$ cat src/sv/xld_pkg.sv
package xld_pkg;

    localparam int KEY_W        = 32;
    localparam int IDX_PW       = 7;
    localparam int CMD_W        = 4;
    localparam int ST_W         = 2;
    localparam int CAPACITY_DEF = 64;
    localparam int KEY_BITS_DEF = 32;

    typedef enum logic [CMD_W-1:0] {
        CMD_PUSH_FRONT = 4'd0,
        CMD_PUSH_BACK  = 4'd1,
        CMD_POP_FRONT  = 4'd2,
        CMD_POP_BACK   = 4'd3,
        CMD_FIND       = 4'd4,
        CMD_INS_AFTER  = 4'd5,
        CMD_INS_BEFORE = 4'd6,
        CMD_REMOVE     = 4'd7,
        CMD_REVERSE    = 4'd8
    } cmd_t;

    typedef enum logic [ST_W-1:0] {
        ST_OK     = 2'd0,
        ST_EMPTY  = 2'd1,
        ST_ABSENT = 2'd2,
        ST_FULL   = 2'd3
    } status_t;

    typedef enum logic [4:0] {
        OP_NONE,
        OP_LOAD,
        OP_FAIL,
        OP_SEEK_INIT,
        OP_TAIL_INIT,
        OP_RD_CUR,
        OP_ADVANCE,
        OP_FOUND,
        OP_SCAN_INIT,
        OP_SCAN_STEP,
        OP_TAKE,
        OP_WR_NEW,
        OP_WR_CUR,
        OP_RD_NB,
        OP_WR_NB,
        OP_COMMIT,
        OP_EMIT
    } dp_op_t;

    typedef enum logic [4:0] {
        S_IDLE,
        S_DISPATCH,
        S_WALK,
        S_CMP,
        S_POP_RD,
        S_POP_Q,
        S_AFTER,
        S_SCAN,
        S_WR_NEW,
        S_WR_CUR,
        S_NB,
        S_NB_WR,
        S_UNLINK_P,
        S_UNLINK_PW,
        S_UNLINK_N,
        S_UNLINK_NW,
        S_COMMIT,
        S_EMIT
    } state_t;

    typedef struct packed {
        dp_op_t  op;
        status_t fail_code;
        logic    nb_second;
    } xld_ctl_t;

    typedef struct packed {
        cmd_t cmd;
        logic empty;
        logic full;
        logic walk_end;
        logic key_hit;
        logic scan_free;
        logic nb_zero;
        logic out_busy;
    } xld_sts_t;

endpackage

$ cat src/sv/xld_req_if.sv
interface xld_req_if
    import xld_pkg::*;
();
    logic             valid;
    logic             ready;
    logic [CMD_W-1:0] cmd;
    logic [KEY_W-1:0] key;
    logic [KEY_W-1:0] new_key;

    modport source (output valid, cmd, key, new_key, input ready);
    modport sink   (input valid, cmd, key, new_key, output ready);
endinterface

$ cat src/sv/xld_rsp_if.sv
interface xld_rsp_if
    import xld_pkg::*;
();
    logic              valid;
    logic              ready;
    logic [ST_W-1:0]   status;
    logic [KEY_W-1:0]  key_out;
    logic [IDX_PW-1:0] node_index;
    logic [IDX_PW-1:0] count;
    logic              empty_res;

    modport source (output valid, status, key_out, node_index, count, empty_res,
                    input ready);
    modport sink   (input valid, status, key_out, node_index, count, empty_res,
                    output ready);
endinterface

$ cat src/sv/xld_ctrl.sv
module xld_ctrl
    import xld_pkg::*;
(
    input  logic     clk,
    input  logic     rst_n,
    input  logic     in_valid,
    output logic     in_ready,
    input  xld_sts_t sts,
    output xld_ctl_t ctl
);

    state_t state_reg;
    state_t state_next;

    always_ff @(posedge clk or negedge rst_n)
    begin
        if (!rst_n)
        begin
            state_reg <= S_IDLE;
        end
        else
        begin
            state_reg <= state_next;
        end
    end

    assign in_ready = (state_reg == S_IDLE);

    always_comb
    begin
        state_next = state_reg;
        unique case (state_reg)
            S_IDLE:
            begin
                if (in_valid)
                begin
                    state_next = S_DISPATCH;
                end
            end
            S_DISPATCH:
            begin
                unique case (sts.cmd)
                    CMD_PUSH_FRONT, CMD_PUSH_BACK:
                        state_next = sts.full ? S_EMIT : S_SCAN;
                    CMD_POP_FRONT, CMD_POP_BACK:
                        state_next = sts.empty ? S_EMIT : S_POP_RD;
                    CMD_FIND, CMD_INS_AFTER, CMD_INS_BEFORE, CMD_REMOVE:
                        state_next = sts.empty ? S_EMIT : S_WALK;
                    default:
                        state_next = S_EMIT;
                endcase
            end
            S_WALK:      state_next = sts.walk_end ? S_EMIT : S_CMP;
            S_CMP:       state_next = sts.key_hit ? S_AFTER : S_WALK;
            S_POP_RD:    state_next = S_POP_Q;
            S_POP_Q:     state_next = S_UNLINK_P;
            S_AFTER:
            begin
                unique case (sts.cmd)
                    CMD_FIND:                      state_next = S_EMIT;
                    CMD_INS_AFTER, CMD_INS_BEFORE: state_next = sts.full ? S_EMIT : S_SCAN;
                    default:                       state_next = S_UNLINK_P;
                endcase
            end
            S_SCAN:      state_next = sts.scan_free ? S_WR_NEW : S_SCAN;
            S_WR_NEW:
            begin
                if (sts.cmd == CMD_INS_AFTER || sts.cmd == CMD_INS_BEFORE)
                begin
                    state_next = S_WR_CUR;
                end
                else
                begin
                    state_next = S_NB;
                end
            end
            S_WR_CUR:    state_next = S_NB;
            S_NB:        state_next = sts.nb_zero ? S_COMMIT : S_NB_WR;
            S_NB_WR:     state_next = S_COMMIT;
            S_UNLINK_P:  state_next = sts.nb_zero ? S_UNLINK_N : S_UNLINK_PW;
            S_UNLINK_PW: state_next = S_UNLINK_N;
            S_UNLINK_N:  state_next = sts.nb_zero ? S_COMMIT : S_UNLINK_NW;
            S_UNLINK_NW: state_next = S_COMMIT;
            S_COMMIT:    state_next = S_EMIT;
            S_EMIT:
            begin
                if (!sts.out_busy)
                begin
                    state_next = S_IDLE;
                end
            end
            default:     state_next = S_IDLE;
        endcase
    end

    always_comb
    begin
        ctl           = '0;
        ctl.op        = OP_NONE;
        ctl.fail_code = ST_OK;
        unique case (state_reg)
            S_IDLE:
            begin
                if (in_valid)
                begin
                    ctl.op = OP_LOAD;
                end
            end
            S_DISPATCH:
            begin
                unique case (sts.cmd)
                    CMD_PUSH_FRONT, CMD_PUSH_BACK:
                    begin
                        ctl.op        = sts.full ? OP_FAIL : OP_SCAN_INIT;
                        ctl.fail_code = ST_FULL;
                    end
                    CMD_POP_BACK:
                    begin
                        ctl.op        = sts.empty ? OP_FAIL : OP_TAIL_INIT;
                        ctl.fail_code = ST_EMPTY;
                    end
                    CMD_POP_FRONT, CMD_FIND, CMD_INS_AFTER, CMD_INS_BEFORE, CMD_REMOVE:
                    begin
                        ctl.op        = sts.empty ? OP_FAIL : OP_SEEK_INIT;
                        ctl.fail_code = ST_EMPTY;
                    end
                    default:
                        ctl.op = OP_COMMIT;
                endcase
            end
            S_WALK:
            begin
                ctl.op        = sts.walk_end ? OP_FAIL : OP_RD_CUR;
                ctl.fail_code = ST_ABSENT;
            end
            S_CMP:       ctl.op = sts.key_hit ? OP_FOUND : OP_ADVANCE;
            S_POP_RD:    ctl.op = OP_RD_CUR;
            S_POP_Q:     ctl.op = OP_FOUND;
            S_AFTER:
            begin
                unique case (sts.cmd)
                    CMD_FIND:
                        ctl.op = OP_COMMIT;
                    CMD_INS_AFTER, CMD_INS_BEFORE:
                    begin
                        ctl.op        = sts.full ? OP_FAIL : OP_SCAN_INIT;
                        ctl.fail_code = ST_FULL;
                    end
                    default:
                        ctl.op = OP_NONE;
                endcase
            end
            S_SCAN:      ctl.op = sts.scan_free ? OP_TAKE : OP_SCAN_STEP;
            S_WR_NEW:    ctl.op = OP_WR_NEW;
            S_WR_CUR:    ctl.op = OP_WR_CUR;
            S_NB:        ctl.op = sts.nb_zero ? OP_NONE : OP_RD_NB;
            S_NB_WR:     ctl.op = OP_WR_NB;
            S_UNLINK_P:  ctl.op = sts.nb_zero ? OP_NONE : OP_RD_NB;
            S_UNLINK_PW: ctl.op = OP_WR_NB;
            S_UNLINK_N:
            begin
                ctl.op        = sts.nb_zero ? OP_NONE : OP_RD_NB;
                ctl.nb_second = 1'b1;
            end
            S_UNLINK_NW:
            begin
                ctl.op        = OP_WR_NB;
                ctl.nb_second = 1'b1;
            end
            S_COMMIT:    ctl.op = OP_COMMIT;
            S_EMIT:      ctl.op = sts.out_busy ? OP_NONE : OP_EMIT;
            default:     ctl.op = OP_NONE;
        endcase
    end

endmodule

$ cat src/sv/xld_dp.sv
module xld_dp
    import xld_pkg::*;
#(
    parameter int CAPACITY = CAPACITY_DEF,
    parameter int KEY_BITS = KEY_BITS_DEF
)
(
    input  logic              clk,
    input  logic              rst_n,
    input  xld_ctl_t          ctl,
    output xld_sts_t          sts,
    input  logic [CMD_W-1:0]  in_cmd,
    input  logic [KEY_W-1:0]  in_key,
    input  logic [KEY_W-1:0]  in_new_key,
    output logic              out_valid,
    input  logic              out_ready,
    output logic [ST_W-1:0]   out_status,
    output logic [KEY_W-1:0]  out_key,
    output logic [IDX_PW-1:0] out_index,
    output logic [IDX_PW-1:0] out_count,
    output logic              out_empty
);

    localparam int IDX_W  = $clog2(CAPACITY + 1);
    localparam int ADDR_W = $clog2(CAPACITY);
    localparam int KW     = (KEY_BITS < KEY_W) ? KEY_BITS : KEY_W;
    localparam logic [IDX_W-1:0] CAP_IDX = IDX_W'(CAPACITY);

    logic [KW-1:0]    key_mem  [CAPACITY];
    logic [IDX_W-1:0] link_mem [CAPACITY];

    cmd_t             cmd_reg;
    logic [KW-1:0]    key_reg;
    logic [KW-1:0]    nkey_reg;
    logic [KW-1:0]    kq_reg;
    logic [KW-1:0]    khit_reg;
    logic [KW-1:0]    kout_reg;
    logic [IDX_W-1:0] lq_reg;
    logic [IDX_W-1:0] head_reg;
    logic [IDX_W-1:0] tail_reg;
    logic [IDX_W-1:0] cnt_reg;
    logic [IDX_W-1:0] cur_reg;
    logic [IDX_W-1:0] prev_reg;
    logic [IDX_W-1:0] nxt_reg;
    logic [IDX_W-1:0] m_reg;
    logic [IDX_W-1:0] scan_reg;
    logic [IDX_W-1:0] step_reg;
    logic [IDX_W-1:0] nb_reg;
    logic [IDX_W-1:0] idx_reg;
    logic             nbsec_reg;
    status_t          status_reg;
    logic [CAPACITY-1:0] free_reg;

    logic [ST_W-1:0]   ostat_reg;
    logic [KEY_W-1:0]  okey_reg;
    logic [IDX_PW-1:0] oidx_reg;
    logic [IDX_PW-1:0] ocnt_reg;
    logic              oempty_reg;

    logic [IDX_W-1:0] nb_sel;
    logic [IDX_W-1:0] rd_idx;
    logic [IDX_W-1:0] rd_m1;
    logic [IDX_W-1:0] lw_idx;
    logic [IDX_W-1:0] lw_m1;
    logic [IDX_W-1:0] lw_data;
    logic [IDX_W-1:0] m_m1;
    logic [IDX_W-1:0] scan_m1;
    logic [IDX_W-1:0] cur_m1;
    logic [IDX_W-1:0] xval;
    logic [IDX_W-1:0] new_link;
    logic [IDX_W-1:0] cur_link;
    logic [KW-1:0]    new_key_val;
    logic             rd_en;
    logic             lw_en;
    logic             kw_en;
    logic             scan_free;
    logic [KW+KEY_W-1:0]     kout_wide;
    logic [IDX_W+IDX_PW-1:0] idx_wide;
    logic [IDX_W+IDX_PW-1:0] cnt_wide;

    always_comb
    begin
        case (cmd_reg)
            CMD_PUSH_FRONT: nb_sel = head_reg;
            CMD_PUSH_BACK:  nb_sel = tail_reg;
            CMD_INS_AFTER:  nb_sel = nxt_reg;
            CMD_INS_BEFORE: nb_sel = prev_reg;
            default:        nb_sel = ctl.nb_second ? nxt_reg : prev_reg;
        endcase
    end

    always_comb
    begin
        case (cmd_reg)
            CMD_PUSH_FRONT, CMD_PUSH_BACK:  xval = m_reg;
            CMD_INS_AFTER, CMD_INS_BEFORE:  xval = cur_reg ^ m_reg;
            default:                        xval = nbsec_reg ? (cur_reg ^ prev_reg)
                                                             : (cur_reg ^ nxt_reg);
        endcase
    end

    always_comb
    begin
        case (cmd_reg)
            CMD_PUSH_FRONT: new_link = head_reg;
            CMD_PUSH_BACK:  new_link = tail_reg;
            CMD_INS_AFTER:  new_link = cur_reg ^ nxt_reg;
            default:        new_link = prev_reg ^ cur_reg;
        endcase
        cur_link    = (cmd_reg == CMD_INS_AFTER) ? (prev_reg ^ m_reg) : (m_reg ^ nxt_reg);
        new_key_val = (cmd_reg == CMD_PUSH_FRONT || cmd_reg == CMD_PUSH_BACK)
                      ? key_reg : nkey_reg;
    end

    // one read port and one write port per store
    always_comb
    begin
        rd_en   = (ctl.op == OP_RD_CUR) || (ctl.op == OP_RD_NB);
        rd_idx  = (ctl.op == OP_RD_NB) ? nb_sel : cur_reg;
        kw_en   = (ctl.op == OP_WR_NEW);
        lw_en   = 1'b0;
        lw_idx  = m_reg;
        lw_data = new_link;
        case (ctl.op)
            OP_WR_NEW:
            begin
                lw_en = 1'b1;
            end
            OP_WR_CUR:
            begin
                lw_en   = 1'b1;
                lw_idx  = cur_reg;
                lw_data = cur_link;
            end
            OP_WR_NB:
            begin
                lw_en   = 1'b1;
                lw_idx  = nb_reg;
                lw_data = lq_reg ^ xval;
            end
            default:
            begin
                lw_en = 1'b0;
            end
        endcase
    end

    assign rd_m1     = rd_idx - 1'b1;
    assign lw_m1     = lw_idx - 1'b1;
    assign m_m1      = m_reg - 1'b1;
    assign scan_m1   = scan_reg - 1'b1;
    assign cur_m1    = cur_reg - 1'b1;
    assign scan_free = free_reg[scan_m1[ADDR_W-1:0]];

    always_ff @(posedge clk)
    begin
        if (kw_en)
        begin
            key_mem[m_m1[ADDR_W-1:0]] <= new_key_val;
        end
        if (lw_en)
        begin
            link_mem[lw_m1[ADDR_W-1:0]] <= lw_data;
        end
        if (rd_en)
        begin
            kq_reg <= key_mem[rd_m1[ADDR_W-1:0]];
            lq_reg <= link_mem[rd_m1[ADDR_W-1:0]];
        end
    end

    always_ff @(posedge clk or negedge rst_n)
    begin
        if (!rst_n)
        begin
            head_reg  <= '0;
            tail_reg  <= '0;
            cnt_reg   <= '0;
            free_reg  <= '1;
            out_valid <= 1'b0;
        end
        else
        begin
            if (ctl.op == OP_EMIT)
            begin
                out_valid <= 1'b1;
            end
            else if (out_valid && out_ready)
            begin
                out_valid <= 1'b0;
            end
            case (ctl.op)
                OP_TAKE:
                begin
                    free_reg[scan_m1[ADDR_W-1:0]] <= 1'b0;
                end
                OP_COMMIT:
                begin
                    case (cmd_reg)
                        CMD_PUSH_FRONT:
                        begin
                            head_reg <= m_reg;
                            if (cnt_reg == '0)
                            begin
                                tail_reg <= m_reg;
                            end
                            cnt_reg <= cnt_reg + 1'b1;
                        end
                        CMD_PUSH_BACK:
                        begin
                            tail_reg <= m_reg;
                            if (cnt_reg == '0)
                            begin
                                head_reg <= m_reg;
                            end
                            cnt_reg <= cnt_reg + 1'b1;
                        end
                        CMD_INS_AFTER:
                        begin
                            if (nxt_reg == '0)
                            begin
                                tail_reg <= m_reg;
                            end
                            cnt_reg <= cnt_reg + 1'b1;
                        end
                        CMD_INS_BEFORE:
                        begin
                            if (prev_reg == '0)
                            begin
                                head_reg <= m_reg;
                            end
                            cnt_reg <= cnt_reg + 1'b1;
                        end
                        CMD_POP_FRONT, CMD_POP_BACK, CMD_REMOVE:
                        begin
                            if (prev_reg == '0)
                            begin
                                head_reg <= nxt_reg;
                            end
                            if (nxt_reg == '0)
                            begin
                                tail_reg <= prev_reg;
                            end
                            cnt_reg                     <= cnt_reg - 1'b1;
                            free_reg[cur_m1[ADDR_W-1:0]] <= 1'b1;
                        end
                        CMD_REVERSE:
                        begin
                            head_reg <= tail_reg;
                            tail_reg <= head_reg;
                        end
                        default:
                        begin
                            cnt_reg <= cnt_reg;
                        end
                    endcase
                end
                default:
                begin
                    cnt_reg <= cnt_reg;
                end
            endcase
        end
    end

    assign kout_wide = (KW + KEY_W)'(kout_reg);
    assign idx_wide  = (IDX_W + IDX_PW)'(idx_reg);
    assign cnt_wide  = (IDX_W + IDX_PW)'(cnt_reg);

    always_ff @(posedge clk)
    begin
        case (ctl.op)
            OP_LOAD:
            begin
                cmd_reg    <= cmd_t'(in_cmd);
                key_reg    <= in_key[KW-1:0];
                nkey_reg   <= in_new_key[KW-1:0];
                status_reg <= ST_OK;
                kout_reg   <= '0;
                idx_reg    <= '0;
            end
            OP_FAIL:
            begin
                status_reg <= ctl.fail_code;
            end
            OP_SEEK_INIT:
            begin
                cur_reg  <= head_reg;
                prev_reg <= '0;
                step_reg <= '0;
            end
            OP_TAIL_INIT:
            begin
                cur_reg  <= tail_reg;
                prev_reg <= '0;
            end
            OP_ADVANCE:
            begin
                prev_reg <= cur_reg;
                cur_reg  <= prev_reg ^ lq_reg;
                step_reg <= step_reg + 1'b1;
            end
            OP_FOUND:
            begin
                khit_reg <= kq_reg;
                if (cmd_reg == CMD_POP_BACK)
                begin
                    prev_reg <= lq_reg;
                    nxt_reg  <= '0;
                end
                else
                begin
                    nxt_reg <= prev_reg ^ lq_reg;
                end
            end
            OP_SCAN_INIT:
            begin
                scan_reg <= IDX_W'(1);
            end
            OP_SCAN_STEP:
            begin
                scan_reg <= scan_reg + 1'b1;
            end
            OP_TAKE:
            begin
                m_reg <= scan_reg;
            end
            OP_RD_NB:
            begin
                nb_reg    <= nb_sel;
                nbsec_reg <= ctl.nb_second;
            end
            OP_COMMIT:
            begin
                case (cmd_reg)
                    CMD_FIND:
                    begin
                        idx_reg <= cur_reg;
                    end
                    CMD_POP_FRONT, CMD_POP_BACK, CMD_REMOVE:
                    begin
                        idx_reg  <= cur_reg;
                        kout_reg <= khit_reg;
                    end
                    default:
                    begin
                        idx_reg <= idx_reg;
                    end
                endcase
            end
            OP_EMIT:
            begin
                ostat_reg  <= status_reg;
                okey_reg   <= kout_wide[KEY_W-1:0];
                oidx_reg   <= idx_wide[IDX_PW-1:0];
                ocnt_reg   <= cnt_wide[IDX_PW-1:0];
                oempty_reg <= (cnt_reg == '0);
            end
            default:
            begin
                idx_reg <= idx_reg;
            end
        endcase
    end

    assign out_status = ostat_reg;
    assign out_key    = okey_reg;
    assign out_index  = oidx_reg;
    assign out_count  = ocnt_reg;
    assign out_empty  = oempty_reg;

    always_comb
    begin
        sts           = '0;
        sts.cmd       = cmd_reg;
        sts.empty     = (cnt_reg == '0);
        sts.full      = (cnt_reg == CAP_IDX);
        sts.walk_end  = (step_reg == cnt_reg) || (cur_reg == '0);
        sts.key_hit   = (kq_reg == key_reg);
        sts.scan_free = scan_free;
        sts.nb_zero   = (nb_sel == '0);
        sts.out_busy  = out_valid && !out_ready;
    end

    a_cnt_bound: assert property (@(posedge clk) disable iff (!rst_n)
        cnt_reg <= CAP_IDX)
        else $error("list length beyond pool size");

    a_head_nil: assert property (@(posedge clk) disable iff (!rst_n)
        (head_reg == '0) == (cnt_reg == '0))
        else $error("head nil out of step with length");

    a_tail_nil: assert property (@(posedge clk) disable iff (!rst_n)
        (tail_reg == '0) == (cnt_reg == '0))
        else $error("tail nil out of step with length");

    a_take_free: assert property (@(posedge clk) disable iff (!rst_n)
        (ctl.op == OP_TAKE) |-> scan_free)
        else $error("allocated node not free");

endmodule

$ cat src/sv/xor_linked_deque_engine_core.sv
// Keyed deque kept as an XOR-linked list in a pool of CAPACITY nodes (1..CAPACITY, 0 is nil),
// one request at a time with one response per request. The path depends on the command:
// reverse and unused codes go from dispatch straight to the response; pops read the end
// node, then unlink each neighbor that exists; push runs the lowest-free-first allocation scan
// over up to CAPACITY pool entries, writes the new node and relinks the old end node if any;
// find, insert and remove walk from the head, each step waiting on the registered read of the
// link store, and inserts add the allocation scan. A new request is taken while the previous
// response still waits in the output register; the next response then holds the block until
// that one is taken.
module xor_linked_deque_engine_core
    import xld_pkg::*;
#(
    parameter int CAPACITY = CAPACITY_DEF,
    parameter int KEY_BITS = KEY_BITS_DEF
)
(
    input  logic       clk,
    input  logic       rst_n,
    xld_req_if.sink    req,
    xld_rsp_if.source  rsp
);

    xld_ctl_t ctl;
    xld_sts_t sts;

    xld_ctrl u_ctrl (
        .clk      (clk),
        .rst_n    (rst_n),
        .in_valid (req.valid),
        .in_ready (req.ready),
        .sts      (sts),
        .ctl      (ctl)
    );

    xld_dp #(
        .CAPACITY (CAPACITY),
        .KEY_BITS (KEY_BITS)
    ) u_dp (
        .clk        (clk),
        .rst_n      (rst_n),
        .ctl        (ctl),
        .sts        (sts),
        .in_cmd     (req.cmd),
        .in_key     (req.key),
        .in_new_key (req.new_key),
        .out_valid  (rsp.valid),
        .out_ready  (rsp.ready),
        .out_status (rsp.status),
        .out_key    (rsp.key_out),
        .out_index  (rsp.node_index),
        .out_count  (rsp.count),
        .out_empty  (rsp.empty_res)
    );

endmodule
$ cat src/flat_wrapper.sv
// flat-port wrapper written by rule: the top's interface ports become plain ports
module xor_linked_deque_engine_core_flat import xld_pkg::*;
#(
    parameter int CAPACITY = CAPACITY_DEF,
    parameter int KEY_BITS = KEY_BITS_DEF
)
  (clk, rst_n, req_valid, req_cmd, req_key, req_new_key, req_ready, rsp_valid, rsp_status, rsp_key_out, rsp_node_index, rsp_count, rsp_empty_res, rsp_ready);
  xld_req_if req_i ();
  xld_rsp_if rsp_i ();
  input  logic clk;
  input  logic rst_n;
  input wire logic [$bits(req_i.valid)-1:0] req_valid;
  input wire logic [$bits(req_i.cmd)-1:0] req_cmd;
  input wire logic [$bits(req_i.key)-1:0] req_key;
  input wire logic [$bits(req_i.new_key)-1:0] req_new_key;
  output wire logic [$bits(req_i.ready)-1:0] req_ready;
  output wire logic [$bits(rsp_i.valid)-1:0] rsp_valid;
  output wire logic [$bits(rsp_i.status)-1:0] rsp_status;
  output wire logic [$bits(rsp_i.key_out)-1:0] rsp_key_out;
  output wire logic [$bits(rsp_i.node_index)-1:0] rsp_node_index;
  output wire logic [$bits(rsp_i.count)-1:0] rsp_count;
  output wire logic [$bits(rsp_i.empty_res)-1:0] rsp_empty_res;
  input wire logic [$bits(rsp_i.ready)-1:0] rsp_ready;
  assign req_i.valid = req_valid;
  assign req_i.cmd = req_cmd;
  assign req_i.key = req_key;
  assign req_i.new_key = req_new_key;
  assign req_ready = req_i.ready;
  assign rsp_valid = rsp_i.valid;
  assign rsp_status = rsp_i.status;
  assign rsp_key_out = rsp_i.key_out;
  assign rsp_node_index = rsp_i.node_index;
  assign rsp_count = rsp_i.count;
  assign rsp_empty_res = rsp_i.empty_res;
  assign rsp_i.ready = rsp_ready;
  xor_linked_deque_engine_core #(.CAPACITY(CAPACITY), .KEY_BITS(KEY_BITS)) u_core (.clk(clk), .rst_n(rst_n), .req(req_i), .rsp(rsp_i));
endmodule
$ cat config.mk
export PLATFORM = sky130hd
export DESIGN_NAME = xor_linked_deque_engine_core_flat
export DESIGN_NICKNAME = d
export VERILOG_FILES = /design/src/sv/xld_pkg.sv /design/src/sv/xld_req_if.sv /design/src/sv/xld_rsp_if.sv /design/src/sv/xld_ctrl.sv /design/src/sv/xld_dp.sv /design/src/sv/xor_linked_deque_engine_core.sv /design/src/flat_wrapper.sv
export SDC_FILE = /design/constraint.sdc
export NUM_CORES = 2
export LEC_CHECK = 0
export BUFFER_PORTS_ARGS = -buffer_cell sky130_fd_sc_hd__clkbuf_2
export CAP_MARGIN = 10
export CORE_UTILIZATION = 50
export DETAILED_ROUTE_END_ITERATION = 16
export PLACE_DENSITY = 0.65
export SYNTH_ARGS = -nofsm -noshare
export SYNTH_HDL_FRONTEND = slang
export SYNTH_SLANG_ARGS = --single-unit
$ cat constraint.sdc
create_clock -name clk -period 5.3 [get_ports clk]
set_input_delay 0 -clock clk [delete_from_list [all_inputs] [get_ports clk]]
set_output_delay 0 -clock clk [all_outputs]
set_load 0.02 [all_outputs]
== Yosys cells after proc, flatten, opt, wreduce, memory -nomap -nowiden ==
Memories as Yosys holds them, arrays and structs flattened. A register that Yosys moved wholly into a read port is not among the register bits.
Cells that the tools add are included.

* Memory bits (writable): 2496
* ROM bits: 0
* Bits in latches: 0
* Output and inout port bits: 51
* Flip-flop bits (word level): 330
* Word-level logic and storage cells: 230
* Memories: 2
* Input port bits: 72

* Multiplexer cells: 74
* Bitwise gates (word level): 10
* Equal/unequal tests: 55
* Shift operators: 0
* Order comparisons: 4
* Divide/modulo/power cells: 0
* Add/sub/neg operators: 9
* Reduce and logical (&&, ||, !) cells: 50
* $mul: 0

{| class="wikitable"
|+ Memory list
! name !! words !! bits a word !! read ports !! clocked after memory_dff !! write ports !! RTL line !! RTL
|-
| u_core.u_dp.key_mem || 64 || 32 || 1 || 1 || 1 || xld_dp.sv:29 || <nowiki>logic [KW-1:0] key_mem [CAPACITY];</nowiki>
|-
| u_core.u_dp.link_mem || 64 || 7 || 1 || 1 || 1 || xld_dp.sv:30 || <nowiki>logic [IDX_W-1:0] link_mem [CAPACITY];</nowiki>
|}

{| class="wikitable"
|+ Operators by type and width
! operator !! number
|-
| case mux 64 bit (2 select lines) || 1
|-
| case mux 5 bit (17 select lines) || 1
|-
| case mux 7 bit (2 select lines) || 6
|-
| == test 5 x 4 -> 1 bit (second input constant) || 16
|-
| 2-to-1 mux 7 bit || 10
|-
| case mux 5 bit (14 select lines) || 1
|-
| case mux 7 bit (5 select lines) || 2
|-
| bitwise AND 64 bit || 1
|-
| 2-to-1 mux 32 bit || 2
|-
| 2-to-1 mux 64 bit || 1
|-
| NOT 64 bit || 1
|-
| bitwise OR 64 bit || 1
|-
| case mux 32 bit (2 select lines) || 1
|-
| case mux 7 bit (3 select lines) || 3
|-
| bitwise XOR 7 bit || 7
|-
| 2-to-1 mux 5 bit || 9
|-
| == test 5 x 3 -> 1 bit (second input constant) || 8
|-
| zero test 7 bit || 5
|-
| == test 32 bit || 1
|-
| subtractor 6 x 1 -> 6 bit (second input constant) || 5
|-
| case mux 7 bit (4 select lines) || 1
|-
| adder 7 x 1 -> 7 bit (second input constant) || 3
|-
| == test 5 x 2 -> 1 bit (second input constant) || 4
|-
| inequality test 2 bit (second input constant) || 10
|-
| 41 further kinds || 102
|}

== Depth between registers and ports, before layout ==
* Depth after elaboration: 13
* Depth in mapped cells: 25
* Mapped depth without buffers: 16

== By module ==
Synthesis repeated with hierarchy kept, for this count alone.

* Cell total of the unflattened synthesis: 5896
* Area total of the unflattened synthesis: 114329.7 µm²

{| class="wikitable"
|+ Modules (own cells, without submodules)
! module !! seq. area each (µm²) !! cells each !! instances !! area each (µm²)
|-
| xld_dp || 85532.0 || 5759 || 1 || 113411.3
|-
| xld_ctrl || 125.1 || 137 || 1 || 918.4
|}

== Worst setup path after synthesis ==
No wires, ideal clock.

* Kind: flip-flop to flip-flop
* From: reg u_core.u_dp.cmd_reg[1]
* To: reg u_core.u_dp.kq_reg[29] (read register of u_core.u_dp.key_mem), data pin
* Path buffers: 12
* Cell stages (with the launch flop): 25
* Setup slack: -353 ps
* Clock period less this slack: 5653 ps
* Library setup time: 256 ps
* Required time: 5044 ps
* Arrival time: 5397 ps
* Cells stage by stage: edfxtp_1 > buf_4 > nor3_2 > a21o_1 > buf_4 > o221a_2 > inv_2 > or4_1 > buf_2 > o21ai_4 > inv_2 > clkbuf_1 > buf_2 > buf_1 > ha_1 > clkbuf_1 > clkbuf_1 > clkbuf_1 > clkbuf_1 > clkbuf_1 > clkbuf_1 > nand3_1 > a211oi_1 > nor4_1 > a31o_2

* Longest elaborated chain between the ends: 8
* Elaborated cells between the ends (all ways): 22
* Those cells by class: add/sub: 1; eq/ne: 9; mux: 6; reduce/logical: 6

{| class="wikitable"
|+ RTL lines
! what !! RTL line !! RTL
|-
| from (decl) || xld_dp.sv:32 || <nowiki>cmd_t cmd_reg;</nowiki>
|-
| from (signal assigned) || xld_dp.sv:275 || <nowiki>cmd_reg <= cmd_t'(in_cmd);</nowiki>
|-
| == test 4 x 3 -> 1 bit, or another cell as far along || xld_dp.sv:83 || <nowiki>case (cmd_reg)</nowiki>
|-
| case mux 7 bit (4 select lines) * || xld_dp.sv:83 ||
|-
| net u_core.u_dp.nb_sel[3] || xld_dp.sv:60 || <nowiki>logic [IDX_W-1:0] nb_sel;</nowiki>
|-
| zero test 7 bit || xld_dp.sv:381 || <nowiki>sts.nb_zero = (nb_sel == '0);</nowiki>
|-
| 2-to-1 mux 4 bit || xld_ctrl.sv:156, xld_ctrl.sv:158, xld_ctrl.sv:162 ||
|-
| case mux 5 bit (14 select lines) || xld_ctrl.sv:101 || <nowiki>unique case (state_reg)</nowiki>
|-
| == test 5 x 4 -> 1 bit || xld_dp.sv:118, xld_dp.sv:119 ||
|-
| 2-to-1 mux 6 bit || xld_dp.sv:119 || <nowiki>rd_idx = (ctl.op == OP_RD_NB) ? nb_sel : cur_reg;</nowiki>
|-
| subtractor 6 x 1 -> 6 bit || xld_dp.sv:148 || <nowiki>assign rd_m1 = rd_idx - 1'b1;</nowiki>
|-
| to (decl) || xld_dp.sv:35 || <nowiki>logic [KW-1:0] kq_reg;</nowiki>
|}

Mark *: on every way through the listed nets, which the timed path passes. The rest lies on a longest branch.
A chain may end at the register's enable or synchronous reset.

== Final worst setup path ==
* From: reg u_core.u_dp.cmd_reg[0]
* To: reg u_core.u_dp.kq_reg[28] (read register of u_core.u_dp.key_mem), data pin

* Longest elaborated chain between the ends: 8
* Elaborated cells between the ends (all ways): 22
* Those cells by class: add/sub: 1; eq/ne: 9; mux: 6; reduce/logical: 6

{| class="wikitable"
|+ RTL lines
! what !! RTL line
|-
| == test 4 x 3 -> 1 bit, or another cell as far along || xld_ctrl.sv:111, xld_ctrl.sv:141, xld_dp.sv:83
|-
| case mux 7 bit (4 select lines) || xld_dp.sv:83
|-
| zero test 7 bit || xld_dp.sv:381
|-
| 2-to-1 mux 4 bit || xld_ctrl.sv:156, xld_ctrl.sv:158, xld_ctrl.sv:162
|-
| case mux 5 bit (14 select lines) || xld_ctrl.sv:101
|-
| == test 5 x 4 -> 1 bit || xld_dp.sv:118, xld_dp.sv:119
|-
| 2-to-1 mux 6 bit || xld_dp.sv:119
|-
| subtractor 6 x 1 -> 6 bit || xld_dp.sv:148
|}

Several ways; a longest one is shown, not always the timed one.

==> results.yml <==
final_layout:
  drive_above_1_share: 0.142
  layout_common_cells: "edfxtp_1 (2774), nand2_1 (1501), a21oi_1 (737), buf_4 (362), nand3_1 (333)"
  instances_no_fill: 12630
  largest_reg_flops: 2048
  layout_commonest_cell: "edfxtp_1"
  fin_area_um2: 137000
  area_growth_pct: 14.8
  nNetsFinal: 9333
  fillers: 18365
  fin_util: 0.577
grt:
  grt_pass1_wl_mm: 520
  grt_remaining_overflow: 0
  grt_max_degree: 195
  grt.total_usage: 0.290
  antenna_found_initial: 18
  grt_pass1_vias: 77026
run:
  maxCapViolations: 0
critical_path:
  max_stage_delay_ns: 0.68
  cpMaxStageDelayCell: "a22oi_2"
  end_kind: "flop"
  critPathLaunchType: "flop"
  crit_type: "reg2reg"
  crit_chain: "buf_4, mux2i_1, nor2_1, a221o_1, or4_4, o21ai_4, inv_8, ha_4, buf_12, buf_16, buf_4, a21oi_1, a21oi_1, a22oi_1, a22oi_2, a31o_2"
  reg2reg_setup_slack_ns: 0.09
  worst-path-buf-inv: 5
  path_max_fanout: 43
  arrival_ns: 6.06
  cp_top_family: "compound AO/OA/AOI/OAI gates"
  worst-endpoint-required_ns: 6.15
power:
  leakagePower_nw: 45.8
  power_density_nw_per_um2: 700
  peakVddDrop_uv: 805
  combPwrFrac: 0.474
  power.internal_mw: 55.5
  power_frac_seq: 0.310
  p_sw_frac: 0.422
  pwr-share-clk: 0.216
  power.switching_mw: 40.5
drt:
  via_count: 80468
  routedWlPerCell_um: 28.2
  routed_wl_mm: 357
  vias_per_cell: 6.37
  drc: 0
  firstDrtPassIters: 6
  drt_iter0_markers: 11206
  ant_nets: 0
timing:
  period_minus_slack_ns: 5.21
  setup_viol: 0
  rsz0062_at_grt: "yes"
  hold_violations: 0
  slew_headroom: 0.184
  worstMarginPinSlew_ns: 1.22
  fmax_mhz: 192
  drv_slew: 0
  clock_skew_ns: 0.0801
  period_share: 0.983
die:
  coreArea_um2: 238000
  die_x_um: 491
  die_h_um: 491
  initial_core_util: 0.503
  num_rows: 179
  pin_count: 123
  dieArea_um2: 241000
logic_synthesis:
  synth-seq-cells: 2865
  synth.top_cell.area_share: 0.697
  syn-mean-instance-area_um2: 13.3
  yosysTopAreaCell: "edfxtp_1"
  synthCells: 8961
  synth_nets: 9047
  synth-edff-count: 2774
  synth_cell_type_count: 94
  ys_warn_count: 0
  synth_area_leaders: "edfxtp_1 (70%), nand2_1 (4.8%), a21oi_1 (3.1%), o211ai_1 (1.9%), clkbuf_1 (1.6%)"
  syn_area_um2: 119000
  ys.flop_type: "edfxtp_1"
  yosysSeqAreaShare: 0.717
  synth-async-reset-ratio: 0.0318
clocking:
  clockBufferDepth: 4
  clock-sinks: 2865
  tritoncts: "built"
  cts_inserted_buffers: 311
  cts_max_level: 5
  cts_root_buffer: "clkbuf_16"
  clkTransAtPathRegs_ns: 0.06
  clk_latency_ns: 0.98
placement:
  io_buffers: 122
  placed_cell_area_um2: 126000
  hpwl_mm: 202
  gp_congestion: 0.912
  dp.cells: 11954
run_status:
  run_status: "finished, final reports clean"
hold_path:
  hold_path.class: "in2async"
[final timing paths]
kind | start | to | cells after the start
min in group clk | req_new_key[16] | u_core.u_dp.nkey_reg[16] | 3
hold / removal | rst_n | u_core.u_dp.out_valid | 4
hold reg to reg | u_core.u_dp.kout_reg[30] | u_core.u_dp.out_key[30] | 0
setup / recovery | u_core.u_dp.cmd_reg[0] | u_core.u_dp.kq_reg[28] | 16
setup reg to reg | u_core.u_dp.cmd_reg[0] | u_core.u_dp.kq_reg[28] | 16
max in group asynchronous | rst_n | u_core.u_dp.free_reg[5] | 4
[through the flow]
step                      worst slack (ns)  total power, mW  hold WS (ns)  TNS [ns]
after floorplan                    -0.0648             55.7        -0.296     -1.31
after global placement              -0.575             73.4       -0.0371     -5.98
after detailed placement            -0.603             73.8       -0.0299     -6.77
after CTS                          -0.0505             95.1        0.0373   -0.0505
after global routing               -0.0573             99.7         0.115    -0.236
final                               0.0918             96.0        0.0861         0
[worst reg2reg max path: stages (launching register included)]
cell      delay [ns]
edfxtp_1        0.51
buf_4           0.25
mux2i_1         0.27
nor2_1          0.10
a221o_1         0.38
or4_4           0.52
o21ai_4         0.28
inv_8           0.12
ha_4            0.42
buf_12          0.29
buf_16          0.30
buf_4           0.34
a21oi_1         0.07
a21oi_1         0.18
a22oi_1         0.13
a22oi_2         0.68
a31o_2          0.28
[metal layers]
| layer | up-vias | track usage | share of wire | routed length [um] |
|---|---|---|---|---|
| li1 | 34774 | - | - | - |
| met1 | 40385 | 0.412 | 0.40 | 142000 |
| met2 | 4607 | 0.445 | 0.46 | 162000 |
| met3 | 696 | 0.0619 | 0.11 | 40100 |
| met4 | 6 | 0.0963 | 0.034 | 11900 |
| met5 | - | 0 | 0.00011 | 38 |
[what timing repair did]
item	CTS	global route
hold endpoints to repair	197	0
endpoints found under the setup margin	24	35
cloned	2	1
buffers inserted	0	1
resized for setup	31	26
hold buffers	143	0
pin swaps	1	3
[final cells by class]
cell class / instances / area, um^2 / share of cell area
diodes: 1 / 2.50 / 0.0000182
clock buffers: 372 / 8170 / 0.0596
clock inverters: 156 / 1330 / 0.00968
multi-input cells: 5164 / 31200 / 0.228
well taps: 3167 / 3960 / 0.0289
repair buffers: 688 / 6000 / 0.0437
flip-flops and latches: 2865 / 85700 / 0.624
inverters: 217 / 822 / 0.00599
[power groups by stage]
stage               Sequential (mW)  Clock (mW)  Combinational [mW]
detailed placement             30.2           0                43.7
CTS                            29.7        20.9                44.6
global route                   29.8        21.8                48.2
global placement               30.2           0                43.3
finish                         29.8        20.7                45.5
floorplan                      29.5           0                26.2
[cell families after synthesis]
family	count (synthesis)	synth area share
and+or+nand+nor	2678	0.0977
buffers and inverters	932	0.0309
muxes	121	0.0136
DFF	2865	0.717
adders and majority gates	15	0.00161
AOI/OAI and AO/OA	2252	0.132
xor gates and xnor gates	98	0.00731
[Yosys cell counts, types with 79 or more instances]
| master | instances |
|---|---|
| a311oi_1 | 79 |
| a221oi_1 | 84 |
| buf_2 | 136 |
| a32o_1 | 79 |
| nand2_1 | 1535 |
| a21oi_1 | 742 |
| a22o_1 | 83 |
| a211oi_1 | 159 |
| a22oi_1 | 119 |
| a2111oi_0 | 79 |
| clkbuf_1 | 508 |
| nand3_1 | 334 |
| edfxtp_1 | 2774 |
| a31oi_1 | 101 |
| nor2_1 | 358 |
| inv_1 | 213 |
| o211ai_1 | 305 |
| and2_1 | 197 |
| a221o_1 | 91 |
Note: power is estimated with default switching activity, not from simulation.
